## src/rtl/core/btmp_pkg.sv

```systemverilog
// btmp_pkg: shared types, constants and the melody tables for the buzzer tone player
// no dependencies; imported by every module of the block
`timescale 1ns / 1ps

package btmp_pkg;

    // melody rom shape
    localparam int NOTES_PER_ROW = 8;
    localparam int MELODY_ROWS   = 15;

    // note-count divider widths: 8191 ms * 1000 needs 23 bits, 255*50+100 needs 14
    localparam int DIVIDEND_W = 23;
    localparam int DIVISOR_W  = 14;
    localparam int DIV_CNT_W  = 5;
    localparam int COUNT_W    = 16;

    // item function codes
    localparam logic [1:0] FUNC_TICK   = 2'd0;
    localparam logic [1:0] FUNC_TONE   = 2'd1;
    localparam logic [1:0] FUNC_MELODY = 2'd2;

    // configuration register indexes
    localparam int CFG_INDEX_W = 2;
    localparam int CFG_DATA_W  = 13;
    localparam logic [CFG_INDEX_W-1:0] REG_NOTE_DURATION = 2'd0;
    localparam logic [CFG_INDEX_W-1:0] REG_NOTE_VOLUME   = 2'd1;

    localparam logic [12:0] NOTE_DURATION_RST = 13'd100;
    localparam logic [3:0]  NOTE_VOLUME_RST   = 4'd3;
    localparam logic [3:0]  VOL_MAX           = 4'd10;

    typedef struct packed {
        logic [1:0]  func;
        logic [7:0]  tone;
        logic [12:0] duration_ms;
        logic [3:0]  volume;
        logic [3:0]  melody;
    } btmp_in_t;

    typedef struct packed {
        logic pin_level;
        logic busy_res;
        logic finished;
    } btmp_out_t;

    // datapath operations issued by the controller
    typedef enum logic [2:0] {
        DP_NOP,
        DP_DECODE,
        DP_NEXT,
        DP_LOAD,
        DP_EMIT
    } dp_op_t;

    typedef struct packed {
        logic   capture;
        dp_op_t op;
    } dp_cmd_t;

    typedef struct packed {
        logic is_tone;
        logic is_melody;
        logic tick_next;
        logic has_note;
        logic div_busy;
        logic div_done;
        logic count_zero;
        logic melody_active;
        logic out_free;
    } dp_sts_t;

    // number of playable notes in a row
    function automatic logic [4:0] row_length(input logic [3:0] row);
        logic [4:0] len;
        unique case (row)
            4'd0, 4'd1, 4'd2: len = 5'd2;
            4'd3, 4'd4, 4'd5: len = 5'd4;
            4'd6, 4'd7, 4'd8: len = 5'd7;
            4'd9:             len = 5'd6;
            4'd10:            len = 5'd5;
            default:          len = 5'd0;
        endcase
        if ({1'b0, row} >= 5'(MELODY_ROWS)) begin
            len = 5'd0;
        end
        if (len > 5'(NOTES_PER_ROW)) begin
            len = 5'(NOTES_PER_ROW);
        end
        return len;
    endfunction

    // tone step of one note
    function automatic logic [2:0] rom_tone(input logic [3:0] row, input logic [3:0] pos);
        logic [2:0] t;
        unique case ({row, pos})
            8'h00: t = 3'd1;  8'h01: t = 3'd2;
            8'h10: t = 3'd2;  8'h11: t = 3'd7;
            8'h20: t = 3'd6;  8'h21: t = 3'd1;
            8'h30: t = 3'd3;  8'h31: t = 3'd3;  8'h32: t = 3'd4;  8'h33: t = 3'd5;
            8'h40: t = 3'd5;  8'h41: t = 3'd4;  8'h42: t = 3'd3;  8'h43: t = 3'd2;
            8'h50: t = 3'd7;  8'h51: t = 3'd2;  8'h52: t = 3'd3;  8'h53: t = 3'd1;
            8'h60: t = 3'd5;  8'h61: t = 3'd5;  8'h62: t = 3'd6;  8'h63: t = 3'd4;
            8'h64: t = 3'd3;  8'h65: t = 3'd1;  8'h66: t = 3'd5;
            8'h70: t = 3'd7;  8'h71: t = 3'd7;  8'h72: t = 3'd5;  8'h73: t = 3'd6;
            8'h74: t = 3'd1;  8'h75: t = 3'd2;  8'h76: t = 3'd4;
            8'h80: t = 3'd6;  8'h81: t = 3'd6;  8'h82: t = 3'd2;  8'h83: t = 3'd3;
            8'h84: t = 3'd1;  8'h85: t = 3'd4;  8'h86: t = 3'd7;
            8'h90: t = 3'd1;  8'h91: t = 3'd2;  8'h92: t = 3'd5;  8'h93: t = 3'd6;
            8'h94: t = 3'd3;  8'h95: t = 3'd4;
            8'hA0: t = 3'd1;  8'hA1: t = 3'd2;  8'hA2: t = 3'd1;  8'hA3: t = 3'd2;
            8'hA4: t = 3'd6;
            default: t = 3'd0;
        endcase
        return t;
    endfunction

endpackage

```

## src/rtl/core/btmp_div.sv

```systemverilog
// btmp_div: restoring divider, one quotient bit per cycle, for the note repeat count
// depends on btmp_pkg for widths
`timescale 1ns / 1ps

module btmp_div (
    input  logic                               aclk,
    input  logic                               aresetn,
    input  logic                               start,
    input  logic [btmp_pkg::DIVIDEND_W-1:0]    dividend,
    input  logic [btmp_pkg::DIVISOR_W-1:0]     divisor,
    output logic                               busy,
    output logic                               done,
    output logic [btmp_pkg::DIVIDEND_W-1:0]    quotient
);
    import btmp_pkg::*;

    logic [DIVISOR_W-1:0]  rem_reg, rem_next;
    logic [DIVIDEND_W-1:0] quo_reg, quo_next;
    logic [DIVISOR_W-1:0]  dsr_reg, dsr_next;
    logic [DIV_CNT_W-1:0]  cnt_reg, cnt_next;
    logic                  busy_reg, busy_next;
    logic                  done_reg, done_next;

    logic [DIVISOR_W:0] trial;
    logic [DIVISOR_W:0] diff;
    logic               ge;

    always_comb begin
        trial     = {rem_reg, quo_reg[DIVIDEND_W-1]};
        diff      = trial - {1'b0, dsr_reg};
        ge        = trial >= {1'b0, dsr_reg};
        rem_next  = rem_reg;
        quo_next  = quo_reg;
        dsr_next  = dsr_reg;
        cnt_next  = cnt_reg;
        busy_next = busy_reg;
        done_next = 1'b0;
        if (start) begin
            rem_next  = '0;
            quo_next  = dividend;
            dsr_next  = divisor;
            cnt_next  = '0;
            busy_next = 1'b1;
        end else if (busy_reg) begin
            rem_next = ge ? diff[DIVISOR_W-1:0] : trial[DIVISOR_W-1:0];
            quo_next = {quo_reg[DIVIDEND_W-2:0], ge};
            cnt_next = cnt_reg + DIV_CNT_W'(1);
            if (cnt_reg == DIV_CNT_W'(DIVIDEND_W - 1)) begin
                busy_next = 1'b0;
                done_next = 1'b1;
            end
        end
    end

    always_ff @(posedge aclk) begin
        if (!aresetn) begin
            busy_reg <= 1'b0;
            done_reg <= 1'b0;
            cnt_reg  <= '0;
        end else begin
            busy_reg <= busy_next;
            done_reg <= done_next;
            cnt_reg  <= cnt_next;
        end
        rem_reg <= rem_next;
        quo_reg <= quo_next;
        dsr_reg <= dsr_next;
    end

    assign busy     = busy_reg;
    assign done     = done_reg;
    assign quotient = quo_reg;

endmodule

```

## src/rtl/core/btmp_datapath.sv

```systemverilog
// btmp_datapath: playback state, config registers, note loading, melody rom and result register
// depends on btmp_pkg and btmp_div
`timescale 1ns / 1ps

module btmp_datapath (
    input  logic                                aclk,
    input  logic                                aresetn,
    input  btmp_pkg::btmp_in_t                  s_data,
    output logic                                m_valid,
    input  logic                                m_ready,
    output btmp_pkg::btmp_out_t                 m_data,
    input  logic                                cfg_valid,
    output logic                                cfg_ready,
    input  logic [btmp_pkg::CFG_INDEX_W-1:0]    cfg_index,
    input  logic [btmp_pkg::CFG_DATA_W-1:0]     cfg_data,
    input  btmp_pkg::dp_cmd_t                   cmd,
    output btmp_pkg::dp_sts_t                   sts
);
    import btmp_pkg::*;

    typedef enum logic [1:0] {
        PH_IDLE,
        PH_HIGH,
        PH_LOW
    } phase_t;

    btmp_in_t       item_reg, item_next;
    logic [12:0]    dur_cfg_reg;
    logic [3:0]     vol_cfg_reg;
    phase_t         phase_reg, phase_next;
    logic [15:0]    high_reg, high_next;
    logic [15:0]    low_reg, low_next;
    logic [15:0]    pc_reg, pc_next;
    logic [15:0]    pl_reg, pl_next;
    logic [3:0]     row_reg, row_next;
    logic [3:0]     pos_reg, pos_next;
    logic           mel_reg, mel_next;
    logic [7:0]     tone_reg, tone_next;
    logic [3:0]     vol_reg, vol_next;
    logic           pin_reg, pin_next;
    logic           busy_reg, busy_next;
    logic           fin_reg, fin_next;
    btmp_out_t      out_reg, out_next;
    logic           out_valid_reg, out_valid_next;

    // tick decode
    logic           active;
    logic [15:0]    pc_dec;
    logic [15:0]    pl_dec;
    logic           pc_end;
    logic           to_low;
    logic           more_periods;
    logic           is_tone;
    logic           is_melody;

    // note selection and divider
    logic [4:0]             row_len;
    logic                   has_note;
    logic [2:0]             rom_t;
    logic [12:0]            dur_sel;
    logic [7:0]             tone_sel;
    logic                   div_start;
    logic [DIVIDEND_W-1:0]  dividend;
    logic [DIVISOR_W-1:0]   divisor;
    logic                   div_busy;
    logic                   div_done;
    logic [DIVIDEND_W-1:0]  quotient;

    // note load
    logic [3:0]     vol_sat;
    logic [10:0]    tenth;
    logic [15:0]    high_new;
    logic [15:0]    low_new;
    logic [15:0]    count_sat;
    logic           count_zero;

    always_comb begin
        is_tone      = item_reg.func == FUNC_TONE;
        is_melody    = item_reg.func == FUNC_MELODY;
        active       = (phase_reg == PH_HIGH) || (phase_reg == PH_LOW);
        pc_dec       = (pc_reg == 16'd0) ? 16'd0 : pc_reg - 16'd1;
        pl_dec       = (pl_reg == 16'd0) ? 16'd0 : pl_reg - 16'd1;
        pc_end       = pc_dec == 16'd0;
        to_low       = (phase_reg == PH_HIGH) && (low_reg != 16'd0);
        more_periods = pl_dec != 16'd0;

        row_len  = row_length(row_reg);
        has_note = {1'b0, pos_reg} < row_len;
        rom_t    = rom_tone(row_reg, pos_reg);

        dur_sel   = (cmd.op == DP_DECODE) ? item_reg.duration_ms : dur_cfg_reg;
        tone_sel  = (cmd.op == DP_DECODE) ? item_reg.tone : {5'd0, rom_t};
        div_start = ((cmd.op == DP_DECODE) && is_tone) || ((cmd.op == DP_NEXT) && has_note);
        dividend  = {10'd0, dur_sel} * 23'd1000;
        divisor   = {6'd0, tone_sel} * 14'd50 + 14'd100;

        // period / 10 is exactly tone*5 + 10
        vol_sat    = (vol_reg > VOL_MAX) ? VOL_MAX : vol_reg;
        tenth      = {3'd0, tone_reg} * 11'd5 + 11'd10;
        high_new   = {5'd0, tenth} * {12'd0, vol_sat};
        low_new    = {5'd0, tenth} * {12'd0, VOL_MAX - vol_sat};
        count_sat  = (|quotient[DIVIDEND_W-1:COUNT_W]) ? 16'hFFFF : quotient[COUNT_W-1:0];
        count_zero = quotient == '0;
    end

    btmp_div u_div (
        .aclk     (aclk),
        .aresetn  (aresetn),
        .start    (div_start),
        .dividend (dividend),
        .divisor  (divisor),
        .busy     (div_busy),
        .done     (div_done),
        .quotient (quotient)
    );

    always_comb begin
        item_next      = item_reg;
        phase_next     = phase_reg;
        high_next      = high_reg;
        low_next       = low_reg;
        pc_next        = pc_reg;
        pl_next        = pl_reg;
        row_next       = row_reg;
        pos_next       = pos_reg;
        mel_next       = mel_reg;
        tone_next      = tone_reg;
        vol_next       = vol_reg;
        pin_next       = pin_reg;
        busy_next      = busy_reg;
        fin_next       = fin_reg;
        out_next       = out_reg;
        out_valid_next = (out_valid_reg && m_ready) ? 1'b0 : out_valid_reg;

        if (cmd.capture) begin
            item_next = s_data;
        end

        unique case (cmd.op)
            DP_DECODE: begin
                pin_next  = 1'b0;
                busy_next = 1'b0;
                fin_next  = 1'b0;
                if (is_tone) begin
                    mel_next  = 1'b0;
                    tone_next = item_reg.tone;
                    vol_next  = item_reg.volume;
                end else if (is_melody) begin
                    row_next = item_reg.melody;
                    pos_next = 4'd0;
                    mel_next = 1'b1;
                end else if (active) begin
                    pin_next  = phase_reg == PH_HIGH;
                    busy_next = 1'b1;
                    if (!pc_end) begin
                        pc_next = pc_dec;
                    end else if (to_low) begin
                        phase_next = PH_LOW;
                        pc_next    = low_reg;
                    end else begin
                        pl_next = pl_dec;
                        if (more_periods) begin
                            phase_next = (high_reg != 16'd0) ? PH_HIGH : PH_LOW;
                            pc_next    = (high_reg != 16'd0) ? high_reg : low_reg;
                        end else if (!mel_reg) begin
                            phase_next = PH_IDLE;
                            pc_next    = 16'd0;
                            fin_next   = 1'b1;
                        end
                    end
                end else begin
                    phase_next = PH_IDLE;
                end
            end
            DP_NEXT: begin
                if (has_note) begin
                    tone_next = {5'd0, rom_t};
                    vol_next  = vol_cfg_reg;
                    pos_next  = pos_reg + 4'd1;
                end else begin
                    phase_next = PH_IDLE;
                    pc_next    = 16'd0;
                    mel_next   = 1'b0;
                    fin_next   = 1'b1;
                end
            end
            DP_LOAD: begin
                if (!count_zero) begin
                    high_next  = high_new;
                    low_next   = low_new;
                    pl_next    = count_sat;
                    phase_next = (high_new != 16'd0) ? PH_HIGH : PH_LOW;
                    pc_next    = (high_new != 16'd0) ? high_new : low_new;
                    busy_next  = 1'b1;
                end else if (!mel_reg) begin
                    // empty single tone ends at once
                    phase_next = PH_IDLE;
                    pc_next    = 16'd0;
                    fin_next   = 1'b1;
                end
            end
            DP_EMIT: begin
                out_next.pin_level = pin_reg;
                out_next.busy_res  = busy_reg;
                out_next.finished  = fin_reg;
                out_valid_next     = 1'b1;
            end
            default: begin
            end
        endcase
    end

    always_ff @(posedge aclk) begin
        if (!aresetn) begin
            dur_cfg_reg   <= NOTE_DURATION_RST;
            vol_cfg_reg   <= NOTE_VOLUME_RST;
            phase_reg     <= PH_IDLE;
            high_reg      <= '0;
            low_reg       <= '0;
            pc_reg        <= '0;
            pl_reg        <= '0;
            row_reg       <= '0;
            pos_reg       <= '0;
            mel_reg       <= 1'b0;
            out_valid_reg <= 1'b0;
        end else begin
            if (cfg_valid) begin
                unique case (cfg_index)
                    REG_NOTE_DURATION: dur_cfg_reg <= cfg_data;
                    REG_NOTE_VOLUME:   vol_cfg_reg <= cfg_data[3:0];
                    default: begin
                    end
                endcase
            end
            phase_reg     <= phase_next;
            high_reg      <= high_next;
            low_reg       <= low_next;
            pc_reg        <= pc_next;
            pl_reg        <= pl_next;
            row_reg       <= row_next;
            pos_reg       <= pos_next;
            mel_reg       <= mel_next;
            out_valid_reg <= out_valid_next;
        end
        item_reg <= item_next;
        tone_reg <= tone_next;
        vol_reg  <= vol_next;
        pin_reg  <= pin_next;
        busy_reg <= busy_next;
        fin_reg  <= fin_next;
        out_reg  <= out_next;
    end

    assign cfg_ready = 1'b1;
    assign m_valid   = out_valid_reg;
    assign m_data    = out_reg;

    always_comb begin
        sts.is_tone       = is_tone;
        sts.is_melody     = is_melody;
        sts.tick_next     = active && pc_end && !to_low && !more_periods && mel_reg;
        sts.has_note      = has_note;
        sts.div_busy      = div_busy;
        sts.div_done      = div_done;
        sts.count_zero    = count_zero;
        sts.melody_active = mel_reg;
        sts.out_free      = !out_valid_reg || m_ready;
    end

endmodule

```

## src/rtl/core/btmp_ctrl.sv

```systemverilog
// btmp_ctrl: sequencer that steps the datapath through decode, note search, divide, load and emit
// depends on btmp_pkg
`timescale 1ns / 1ps

module btmp_ctrl (
    input  logic                aclk,
    input  logic                aresetn,
    input  logic                s_valid,
    output logic                s_ready,
    input  btmp_pkg::dp_sts_t   sts,
    output btmp_pkg::dp_cmd_t   cmd
);
    import btmp_pkg::*;

    typedef enum logic [2:0] {
        ST_IDLE,
        ST_DECODE,
        ST_NEXT,
        ST_DIV,
        ST_LOAD,
        ST_EMIT
    } state_t;

    state_t state_reg, state_next;

    always_comb begin
        state_next  = state_reg;
        cmd.capture = 1'b0;
        cmd.op      = DP_NOP;
        unique case (state_reg)
            ST_IDLE: begin
                if (s_valid) begin
                    cmd.capture = 1'b1;
                    state_next  = ST_DECODE;
                end
            end
            ST_DECODE: begin
                cmd.op = DP_DECODE;
                priority if (sts.is_tone) begin
                    state_next = ST_DIV;
                end else if (sts.is_melody || sts.tick_next) begin
                    state_next = ST_NEXT;
                end else begin
                    state_next = ST_EMIT;
                end
            end
            ST_NEXT: begin
                cmd.op     = DP_NEXT;
                state_next = sts.has_note ? ST_DIV : ST_EMIT;
            end
            ST_DIV: begin
                if (sts.div_done) begin
                    state_next = ST_LOAD;
                end
            end
            ST_LOAD: begin
                cmd.op     = DP_LOAD;
                state_next = (sts.count_zero && sts.melody_active) ? ST_NEXT : ST_EMIT;
            end
            ST_EMIT: begin
                if (sts.out_free) begin
                    cmd.op     = DP_EMIT;
                    state_next = ST_IDLE;
                end
            end
            default: state_next = ST_IDLE;
        endcase
    end

    always_ff @(posedge aclk) begin
        if (!aresetn) begin
            state_reg <= ST_IDLE;
        end else begin
            state_reg <= state_next;
        end
    end

    assign s_ready = state_reg == ST_IDLE;

endmodule

```

## src/rtl/core/buzzer_tone_melody_player_top.sv

```systemverilog
// buzzer_tone_melody_player_top: top level of the buzzer tone and melody player
// depends on btmp_pkg, btmp_ctrl and btmp_datapath
`timescale 1ns / 1ps

// Plays tones and melodies on a buzzer pin, stepped by input items that are either one-microsecond
// ticks or start commands; every item gives exactly one result item carrying the pin level, a busy
// flag and a finished pulse. A tone command sets period = tone*50+100 us and a repeat count of
// duration_ms*1000/period (held at 65535), with the high share of each period set by volume in
// tenths. A melody command walks one row of a built-in note table using the note_duration_ms and
// note_volume registers, and any new command cuts off what is playing. Items are handled one at a
// time: a tick that stays inside a note passes only the decode and emit states, and every note
// start (a tone command, a melody command, or the tick that closes a melody note) also waits,
// once per note tried, for the repeat count from a 23-step divider that yields one quotient bit
// per cycle; notes whose count is zero are skipped, each still passing through the divider. The
// finished result waits in an output register, so a stalled consumer only holds up the next item
// at the moment it must hand its own result over. Configuration writes are taken in every cycle
// and must only be made while the block is idle.

module buzzer_tone_melody_player_top (
    input  logic                                aclk,
    input  logic                                aresetn,
    input  logic                                s_valid,
    output logic                                s_ready,
    input  btmp_pkg::btmp_in_t                  s_data,
    output logic                                m_valid,
    input  logic                                m_ready,
    output btmp_pkg::btmp_out_t                 m_data,
    input  logic                                cfg_valid,
    output logic                                cfg_ready,
    input  logic [btmp_pkg::CFG_INDEX_W-1:0]    cfg_index,
    input  logic [btmp_pkg::CFG_DATA_W-1:0]     cfg_data
);
    import btmp_pkg::*;

    // command and status between sequencer and datapath
    dp_cmd_t cmd;
    dp_sts_t sts;

    // sequencer: one item in flight, owns the input handshake
    btmp_ctrl u_ctrl (
        .aclk    (aclk),
        .aresetn (aresetn),
        .s_valid (s_valid),
        .s_ready (s_ready),
        .sts     (sts),
        .cmd     (cmd)
    );

    // datapath: playback counters, divider, note table, config and output register
    btmp_datapath u_dp (
        .aclk      (aclk),
        .aresetn   (aresetn),
        .s_data    (s_data),
        .m_valid   (m_valid),
        .m_ready   (m_ready),
        .m_data    (m_data),
        .cfg_valid (cfg_valid),
        .cfg_ready (cfg_ready),
        .cfg_index (cfg_index),
        .cfg_data  (cfg_data),
        .cmd       (cmd),
        .sts       (sts)
    );

    // the divider only runs for an item already taken in
    assert property (@(posedge aclk) disable iff (!aresetn)
        sts.div_busy |-> !s_ready)
    else $error("divider running while input is ready");

    // an accepted item closes the input until its result is out
    assert property (@(posedge aclk) disable iff (!aresetn)
        (s_valid && s_ready) |=> !s_ready)
    else $error("input stayed open after accepting an item");

    // the pin is only driven high while something is playing
    assert property (@(posedge aclk) disable iff (!aresetn)
        m_valid |-> (m_data.busy_res || !m_data.pin_level))
    else $error("pin high in a result that is not busy");

endmodule

```

## config.mk

```make
export PLATFORM = sky130hd
export DESIGN_NAME = buzzer_tone_melody_player_top
export DESIGN_NICKNAME = d
export VERILOG_FILES = /design/src/rtl/core/btmp_pkg.sv /design/src/rtl/core/btmp_div.sv /design/src/rtl/core/btmp_datapath.sv /design/src/rtl/core/btmp_ctrl.sv /design/src/rtl/core/buzzer_tone_melody_player_top.sv
export SDC_FILE = /design/constraint.sdc
export NUM_CORES = 1
export LEC_CHECK = 0
export ABC_AREA = 1
export BUFFER_PORTS_ARGS = -buffer_cell sky130_fd_sc_hd__buf_2
export CORE_MARGIN = 4
export CORE_UTILIZATION = 65
export DETAILED_ROUTE_END_ITERATION = 7
export GPL_TIMING_DRIVEN = 0
export MAX_ROUTING_LAYER = met4
export PLACE_DENSITY = 0.79
export SLEW_MARGIN = 20
export SYNTH_ARGS = -nofsm -noshare
export SYNTH_HDL_FRONTEND = slang
export SYNTH_SLANG_ARGS = --single-unit
```

## constraint.sdc

```tcl
create_clock -name aclk -period 11.8 [get_ports aclk]
set_input_delay 0.59 -clock aclk [delete_from_list [all_inputs] [get_ports aclk]]
set_output_delay 0.59 -clock aclk [all_outputs]
set_load 0.01 [all_outputs]
```

Word-level counts from Yosys, hierarchy flattened. Memory sizes are Yosys's and may differ from the RTL's. A register that Yosys moved wholly into a read port is not among the register bits. Index checks and enable logic that the tools add are counted.

Bits in registers: 201. Memory bits (read-only): 48. Output and inout bits: 6. Logic and storage cells: 286. Memories kept: 1.

Memory list: (name not given) (words 16, bits a word 3, rd ports 1, clocked after Yosys merged registers in 1, wr ports 0, RTL line btmp_pkg.sv:75) `unique case (row)`.

Add/subtract/negate cells: 8. Multipliers: 5. Magnitude comparators: 5. Equal/unequal tests: 81. Multiplexer cells: 93. Bitwise logic cells: 5. Reductions and logical operators: 56.

Operator list (number): 16-bit 2-to-1 mux (18); 8-bit by 7-bit equality test with 1-bit output, second input constant (22); 8-bit equality test, second input constant (18); 16-bit nonzero test (4); 8-bit by 6-bit equality test with 1-bit output, second input constant (6); 16-bit zero test (3); 16-bit case mux with 3 select lines (1); 23-bit 2-to-1 mux (2); 4-bit 2-to-1 mux (8); 16-bit case mux with 2 select lines (1); 16-bit by 1-bit subtractor with 16-bit output, second input constant (2); 11-bit by 4-bit multiplier with 15-bit output (2); 15-bit 2-to-1 mux (2); 7-bit OR reduction (4); 1-bit 2-to-1 mux (25); 3-bit 2-to-1 mux (8); 8-bit 2-to-1 mux (3); 23-bit zero test (1); 2-bit 2-to-1 mux (11); 3-bit case mux with 7 select lines (1); 13-bit by 7-bit multiplier with 20-bit output, second input constant (1); 3-bit case mux with 6 select lines (1); 9-bit OR reduction (2); 8-bit by 5-bit equality test with 1-bit output, second input constant (2); 51 further kinds (105).

Logic depth before layout (Yosys ltp). Gate-level depths: netlist of the first run.

Depth in word-level cells: 11. Gate-level depth with buffers: 34. Depth with buffers taken out: 34.

Cells and area by module. From an unflattened synthesis of the first run, not the netlist that was laid out.

Cells, all modules: 2469. Area, all modules: 17933.4 um^2.

By module, submodules not included: btmp_datapath (instances 1, cells each 2001, area an instance 14412.6 um^2); btmp_div (instances 1, cells each 410, area an instance 3220.6 um^2); btmp_ctrl (instances 1, cells each 58, area an instance 300.3 um^2).

Worst setup path before layout of the first run. OpenSTA, ideal clock, no wires.

Path type: flip-flop to flip-flop. Start: register u_ctrl.state_reg[2]. End: register u_dp.u_div.quo_reg[18], in the netlist u_dp.u_div.quotient[18] (data pin). Arrival time: 5197 ps. Required time: 11544 ps. Slack: 6347 ps. Cell stages (with the launch flop): 28. Period minus slack after synthesis: 5453 ps. Path through: dfxtp_1 -> inv_1 -> nand2_1 -> inv_1 -> buf_1 -> clkbuf_1 -> or2_2 -> o21ai_0 -> inv_1 -> ha_1 -> inv_1 -> fa_1 -> inv_1 -> fa_1 -> inv_1 -> fa_1 -> inv_1 -> ha_1 -> nand2_1 -> o21ai_0 -> a21boi_0 -> o21ai_0 -> nand2_1 -> nand2_1 -> a21oi_1 -> xnor2_1 -> nand2_1 -> nand2_1.

Longest elaborated chain between the ends: 6.

Ends and longest elaborated chain: from (decl) (RTL line btmp_ctrl.sv:24) `state_t state_reg, state_next;`; from (signal assigned) (RTL line btmp_ctrl.sv:74) `state_reg <= state_next;`; 3-bit equality test (tied with other cells) (RTL line btmp_ctrl.sv:30) `unique case (state_reg)`; 3-bit case mux with 4 select lines * (RTL line btmp_ctrl.sv:30); 3-bit by 1-bit equality test with 1-bit output or 3-bit by 2-bit equality test with 1-bit output (tied branches) (RTL line btmp_datapath.sv:91, btmp_datapath.sv:93); 13-bit 2-to-1 mux or 1-bit logical AND (tied branches) (RTL line btmp_datapath.sv:91, btmp_datapath.sv:93); 13-bit by 7-bit multiplier with 20-bit output or 1-bit logical OR (tied branches) (RTL line btmp_datapath.sv:94, btmp_datapath.sv:93); 23-bit 2-to-1 mux * (RTL line btmp_div.sv:38) `if (start) begin`; via u_dp.u_div.quo_next[18] (RTL line btmp_div.sv:18) `logic [DIVIDEND_W-1:0] quo_reg, quo_next;`; to (signal assigned) (RTL line btmp_div.sv:66) `quo_reg <= quo_next;`; to (decl) (RTL line btmp_div.sv:18).

Mark *: on every way through the listed nets, which the timed path passes. The rest lies on a longest branch. A chain may end at the register's enable or synchronous reset.

Final worst setup path of the first run.
Start: register u_ctrl.state_reg[0]. End: register u_dp.u_div.quo_reg[18], in the netlist u_dp.u_div.quotient[18] (data pin).

The elaborated chain is that of the path after synthesis.

==> results of run 1 <==
[through the flow]
| step | instance area, um2 | std cells | utilization [%] |
|---|---|---|---|
| floorplan | 17500 | 2417 | - |
| global placement | 18200 | 2807 | 69.3 |
| detailed placement | 18200 | 2810 | 69.4 |
| CTS | 19000 | 2850 | 72.4 |
| global route | 19000 | 2850 | 72.4 |
| finish | 19000 | 2850 | 72.4 |
[worst paths after layout]
path	slack, ps	end
setup / recovery	4410	u_dp.u_div.quotient[18]$_DFFE_PP_
hold / removal	250	u_dp.item_reg[13]$_DFFE_PP_
setup reg to reg	4410	u_dp.u_div.quotient[18]$_DFFE_PP_
hold reg to reg	460	u_dp.m_data[1]$_DFFE_PP_
[cell usage in the layout, fill, tap and decap left out, types with 12 or more instances in the layout]
| master | netlist | routed |
|---|---|---|
| nand2_1 | 528 | 528 |
| inv_1 | 397 | 397 |
| nor2_1 | 241 | 241 |
| a21oi_1 | 173 | 173 |
| o21ai_0 | 164 | 163 |
| ha_1 | 156 | 156 |
| nand3_1 | 132 | 132 |
| dfxtp_1 | 120 | 120 |
| fa_1 | 83 | 83 |
| edfxtp_1 | 82 | 82 |
| buf_2 | 6 | 61 |
| clkbuf_1 | 35 | 38 |
| xor2_1 | 33 | 33 |
| nand4_1 | 31 | 31 |
| xnor2_1 | 24 | 24 |
| clkbuf_16 | 0 | 24 |
| nor3_1 | 23 | 22 |
| or2_2 | 21 | 21 |
| o22ai_1 | 14 | 14 |
| a31oi_1 | 12 | 12 |
| o21ai_1 | 11 | 12 |
[layout make-up]
class	count	area share, %
inverter	405	7.99
buffer	59	1.59
sequential	202	25.6
clock buffer	30	3.43
clock inverter	10	0.638
tap	335	2.20
multi-input combinational	1751	57.0
timing repair buffer	58	1.59
[cell families (layout without fill, tap and decap cells)]
group / Yosys count / count (layout)
DFF: 202 / 202
and+or+nand+nor: 1028 / 1028
other: 1 / 1
AOI/OAI and AO/OA: 426 / 426
buffers and inverters: 464 / 562
xor gates and xnor gates: 57 / 57
adders and majority gates: 239 / 239
[critical path, delay by kind of cell (launching register included)]
kind / cells / cell delay, ps
AND/OR/NAND/NOR: 8 / 1020
AO/OA/AOI/OAI: 5 / 1300
buffers and inverters: 9 / 2200
XOR/XNOR: 1 / 150
adder cells (fa/ha/maj): 5 / 2060
flip-flops: 1 / 370
[cell usage after synthesis (all sizes together), types with 9 or more instances]
library cell	n	share of area, %
a211oi	11	0.47
a21oi	173	4.9
a31oi	12	0.43
buf	24	0.96
clkbuf	35	0.75
dfxtp	120	14
edfxtp	82	14
fa	83	9.5
ha	156	11
inv	401	8.6
nand2	536	12
nand3	137	4.1
nand4	31	1.1
nor2	257	5.9
nor3	25	0.77
nor4	9	0.32
o21ai	184	5.4
o22ai	14	0.50
or2	22	0.79
xnor2	24	1.2
xor2	33	1.6
[metal layers]
layer  part of all wire (%)  vias to the layer above  GRT usage, %
li1                       -                     8017             -
met1                     42                     7787          45.6
met5                      0                        -             -
met3                    9.3                       99          5.60
met2                     46                      766          54.3
met4                    2.6                        0          8.24
==> flow_metrics.py, run 1 <==
metrics = {
    "status": {
        "status": "finished clean",
    },
    "yosys": {
        "syn_avg_cell_area_um2": 7.25,
        "synth_top_family_by_area": "simple AND/OR/NAND/NOR gates",
        "synth-simple-area-share_pct": 25.0,
        "synth_edf_count": 82,
        "synth_mux_area_share_pct": 0,
        "seq_area_frac_synth_pct": 27.8,
        "ys_seq_elements": 202,
        "synth.distinct_cells": 55,
        "synth_fa_ha_area_share_pct": 20.6,
        "ys_async_sr_fraction_pct": 0,
        "syn_nets": 2707,
        "synth_compound_area_share_pct": 13.3,
        "ys_warn_count": 0,
        "synth_cells": 2417,
        "synth_flop_cell": "dfxtp_1",
        "synthXorXnorAreaFrac_pct": 2.85,
        "synth_area_um2": 17500,
    },
    "drt": {
        "drt_wl_total_um": 48800,
        "firstDrtPassIters": 5,
        "drtIter0Drc": 1906,
        "ant_nets": 0,
        "vias_per_cell": 5.85,
        "wl_per_cell_um": 17.1,
        "vias": 16700,
        "drc": 0,
    },
    "cts": {
        "cts_resized": 0,
        "clockBufferDepth": 3,
        "cts_tree": "yes",
        "clkSinkCount": 202,
        "clk_pin_slew_worst_paths_ps": 70,
        "post-cts-setup-buffers": 0,
        "root_buffer": "clkbuf_16",
        "holdBufCountCts": 0,
        "htreeDepth": 1,
        "clk_latency_ps": 510,
        "numCtsBuffers": 22,
    },
    "place": {
        "port_buffers": 55,
        "gp_congestion": 0.999,
        "dp_hpwl_um": 38600,
        "dp_worst_setup_slack_ps": 4620,
    },
    "sta": {
        "hold_viol_final": 0,
        "rsz0062_at_grt": "no",
        "period_needed_ps": 7390,
        "hold-worst-slack_ps": 248,
        "totalNegativeSetupSlack_ps": 0,
        "worst_pin_slew_ps": 1100,
        "setup_viol_count_final": 0,
        "fin_skew_ps": 11.4,
        "fmax_ghz": 0.135,
        "maxSlewViolCount": 0,
        "period_share_pct": 62.6,
        "slew_headroom_pct": 26.2,
        "setup_ws_ps": 4410,
    },
    "floorplan": {
        "die_w_um": 172,
        "core_um2": 26300,
        "start_util_pct": 66.7,
        "rows": 59,
        "ios": 57,
        "die_y_um": 172,
        "die-area_um2": 29600,
    },
    "setup_path": {
        "critical_path.max_fanout": 10,
        "cp.arrival_ps": 7650,
        "worst_path_largest_cell_delay_ps": 680,
        "cp-start-kind": "flip-flop",
        "crit_start": "u_ctrl.state_reg[0]$_SDFFE_PN0P_",
        "crit_path_top_delay_cell": "clkbuf_1",
        "crit_top_cell": "inv_1",
        "regToRegStartpoint": "u_ctrl.state_reg[0]$_SDFFE_PN0P_",
        "worstSetupPathType": "flip-flop to flip-flop",
        "rr_worst_depth": 28,
        "required_ps": 12060,
        "worst_setup_path_end_kind": "flip-flop",
    },
    "hold_path": {
        "min-delay-start": "s_data[13]",
        "hp-class": "input port to flip-flop",
        "hold_depth": 1,
    },
    "global_route": {
        "grt_overflow": 0,
        "grt.total_usage_pct": 33.9,
        "grt_pass1_wl_um": 79000,
        "grt_pass1_vias": 16000,
        "antenna_found_initial": 0,
        "grt_max_degree": 25,
    },
    "layout": {
        "diodes": 0,
        "largest_register_ff_count": 31,
        "nets": 2789,
        "ff_latch_area_um2": 4860,
        "areaGrowthSynthToFinish_pct": 8.57,
        "multi_input_area_um2": 10800,
        "num-fill-cells": 2120,
        "drive_above_1_share_pct": 7.16,
    },
    "flow_run": {
        "cap_violations": 0,
    },
}
Power of run 1 is not shown: default switching activity piles up to over one toggle a cycle in this logic, so the estimate is an artifact.
==> run 2, diff against run 1 <==
--- a/config.mk
+++ b/config.mk
@@ -8,11 +8,11 @@
 export ABC_AREA = 1
 export BUFFER_PORTS_ARGS = -buffer_cell sky130_fd_sc_hd__buf_2
 export CORE_MARGIN = 4
-export CORE_UTILIZATION = 65
+export CORE_UTILIZATION = 64
 export DETAILED_ROUTE_END_ITERATION = 7
 export GPL_TIMING_DRIVEN = 0
 export MAX_ROUTING_LAYER = met4
-export PLACE_DENSITY = 0.79
+export PLACE_DENSITY = 0.78
 export SLEW_MARGIN = 20
 export SYNTH_ARGS = -nofsm -noshare
 export SYNTH_HDL_FRONTEND = slang
==> constraint.sdc (replaced) <==
create_clock -name aclk -period 7 [get_ports aclk]
set_input_delay 0.35 -clock aclk [delete_from_list [all_inputs] [get_ports aclk]]
set_output_delay 0.35 -clock aclk [all_outputs]
set_load 0.01 [all_outputs]
==> flow_metrics.py, run 2 (synthesis results as in run 1) <==
metrics = {
    "setup_path": {
        "path_cells": "inv_1 > nand2_1 > clkinvlp_4 > buf_4 > or2_2 > o21ai_1 > inv_1 > ha_1 > inv_1 > fa_1 > fa_1 > fa_1 > inv_1 > ha_1 > a21oi_1 > inv_1 > a31oi_1 > o21ai_1 > a31oi_1 > o21ai_1 > nand2_1 > nand2_1 > o21ai_0 > o22ai_1",
        "crit_family": "adder cells",
        "required_ps": 7270,
        "crit_top_cell": "inv_1",
        "cp-start-kind": "flip-flop",
        "crit_path_top_delay_cell": "fa_1",
        "worst_setup_path_end_kind": "flip-flop",
        "crit_buf_inv": 7,
        "critical_path.max_fanout": 7,
        "worstSetupPathType": "flip-flop to flip-flop",
        "worst_path_largest_cell_delay_ps": 560,
        "cp.arrival_ps": 6950,
    },
    "sta": {
        "fin_skew_ps": 17.9,
        "totalNegativeSetupSlack_ps": 0,
        "period_share_pct": 95.4,
        "slew_headroom_pct": 27.8,
        "hold_viol_final": 0,
        "worst_pin_slew_ps": 1070,
        "setup_viol_count_final": 0,
        "maxSlewViolCount": 0,
        "fmax_ghz": 0.150,
        "period_needed_ps": 6680,
    },
    "cts": {
        "clockBufferDepth": 3,
        "numCtsBuffers": 23,
        "root_buffer": "clkbuf_16",
        "cts_tree": "yes",
        "clkSinkCount": 202,
        "clk_latency_ps": 530,
        "clk_pin_slew_worst_paths_ps": 70,
        "htreeDepth": 1,
    },
    "global_route": {
        "antenna_found_initial": 1,
        "grt_pass1_vias": 16200,
        "grt_max_degree": 25,
        "grt.total_usage_pct": 33.5,
        "grt_pass1_wl_um": 81100,
        "grt_overflow": 0,
    },
    "hold_path": {
        "hp-class": "input port to flip-flop",
    },
    "place": {
        "dp_hpwl_um": 38900,
        "port_buffers": 55,
        "gp_congestion": 0.971,
        "place_area_um2": 18300,
        "dp_cells": 2816,
    },
    "drt": {
        "top_layer": "met4",
        "wl_met3_um": 4190,
        "vias": 16800,
        "wl_per_cell_um": 17.2,
        "drc": 0,
        "vias_per_cell": 5.82,
        "ant_nets": 0,
        "wl_met2_um": 23100,
        "drt_wl_total_um": 49600,
        "drtIter0Drc": 1687,
        "firstDrtPassIters": 6,
        "wl_met1_um": 20800,
    },
    "layout": {
        "largest_register_ff_count": 31,
        "mostFrequentLayoutCell": "nand2_1",
        "nets": 2816,
        "areaGrowthSynthToFinish_pct": 9.93,
        "diodes": 0,
        "final_cell_mix": "528 x nand2_1, 395 x inv_1, 241 x nor2_1",
        "stdcell_count": 2883,
        "fin_area_um2": 19300,
        "utilization_pct": 71.5,
        "drive_above_1_share_pct": 7.36,
    },
    "floorplan": {
        "rows": 60,
        "die-area_um2": 30100,
        "die_y_um": 173,
        "start_util_pct": 65.0,
        "die_w_um": 173,
        "ios": 57,
        "core_um2": 27000,
    },
    "flow_run": {
        "cap_violations": 0,
    },
    "status": {
        "status": "finished clean",
    },
}
-- run 2: repair_timing --
item                       CTS  global route
buffers inserted             0             5
hold endpoints to repair    22             0
resized for setup            2             4
pin swaps                    0             0
hold buffers                22             0
setup endpoints to repair    2             7
-- run 2: layer usage --
metal	vias to the layer above	GRT usage, %
met5	-	-
met4	0	8.28
met3	112	4.27
met2	812	54.7
met1	7797	44.6
li1	8070	-
-- run 2: final timing paths --
kind | start | end | slack (ps) | cells after the start
worst max-delay path | u_ctrl.state_reg[2]$_SDFFE_PN0P_ | u_dp.u_div.quotient[19]$_DFFE_PP_ | 320 | 24
worst min-delay path | s_data[4] | u_dp.item_reg[4]$_DFFE_PP_ | 10 | 1
worst max register to register | u_ctrl.state_reg[2]$_SDFFE_PN0P_ | u_dp.u_div.quotient[19]$_DFFE_PP_ | 320 | 24
worst min register to register | u_dp.fin_reg$_SDFFCE_PN1P_ | u_dp.m_data[0]$_DFFE_PP_ | 430 | 0
-- run 2: through the flow --
| step | worst slack [ps] | hold slack, ps |
|---|---|---|
| 4_1_cts | 83.9 | 1.43 |
| 3_5_place_dp | -107 | 412 |
| 5_1_grt | -14.6 | 1.51 |
| 6_report | 321 | 11.2 |
| 3_3_place_gp | 141 | 418 |
| 2_1_floorplan | 1550 | 400 |
-- run 2: final cells by class --
| type | instances | area (um2) |
|---|---|---|
| fill | 2199 | 7690 |
| clock buffer | 34 | 668 |
| buffer | 58 | 298 |
| timing repair buffer | 85 | 559 |
| multi-input combinational | 1751 | 10800 |
| sequential | 202 | 4860 |
| clock inverter | 7 | 71.3 |
| inverter | 405 | 1520 |
| tap | 341 | 427 |
Power of run 2 is left out for the same reason.
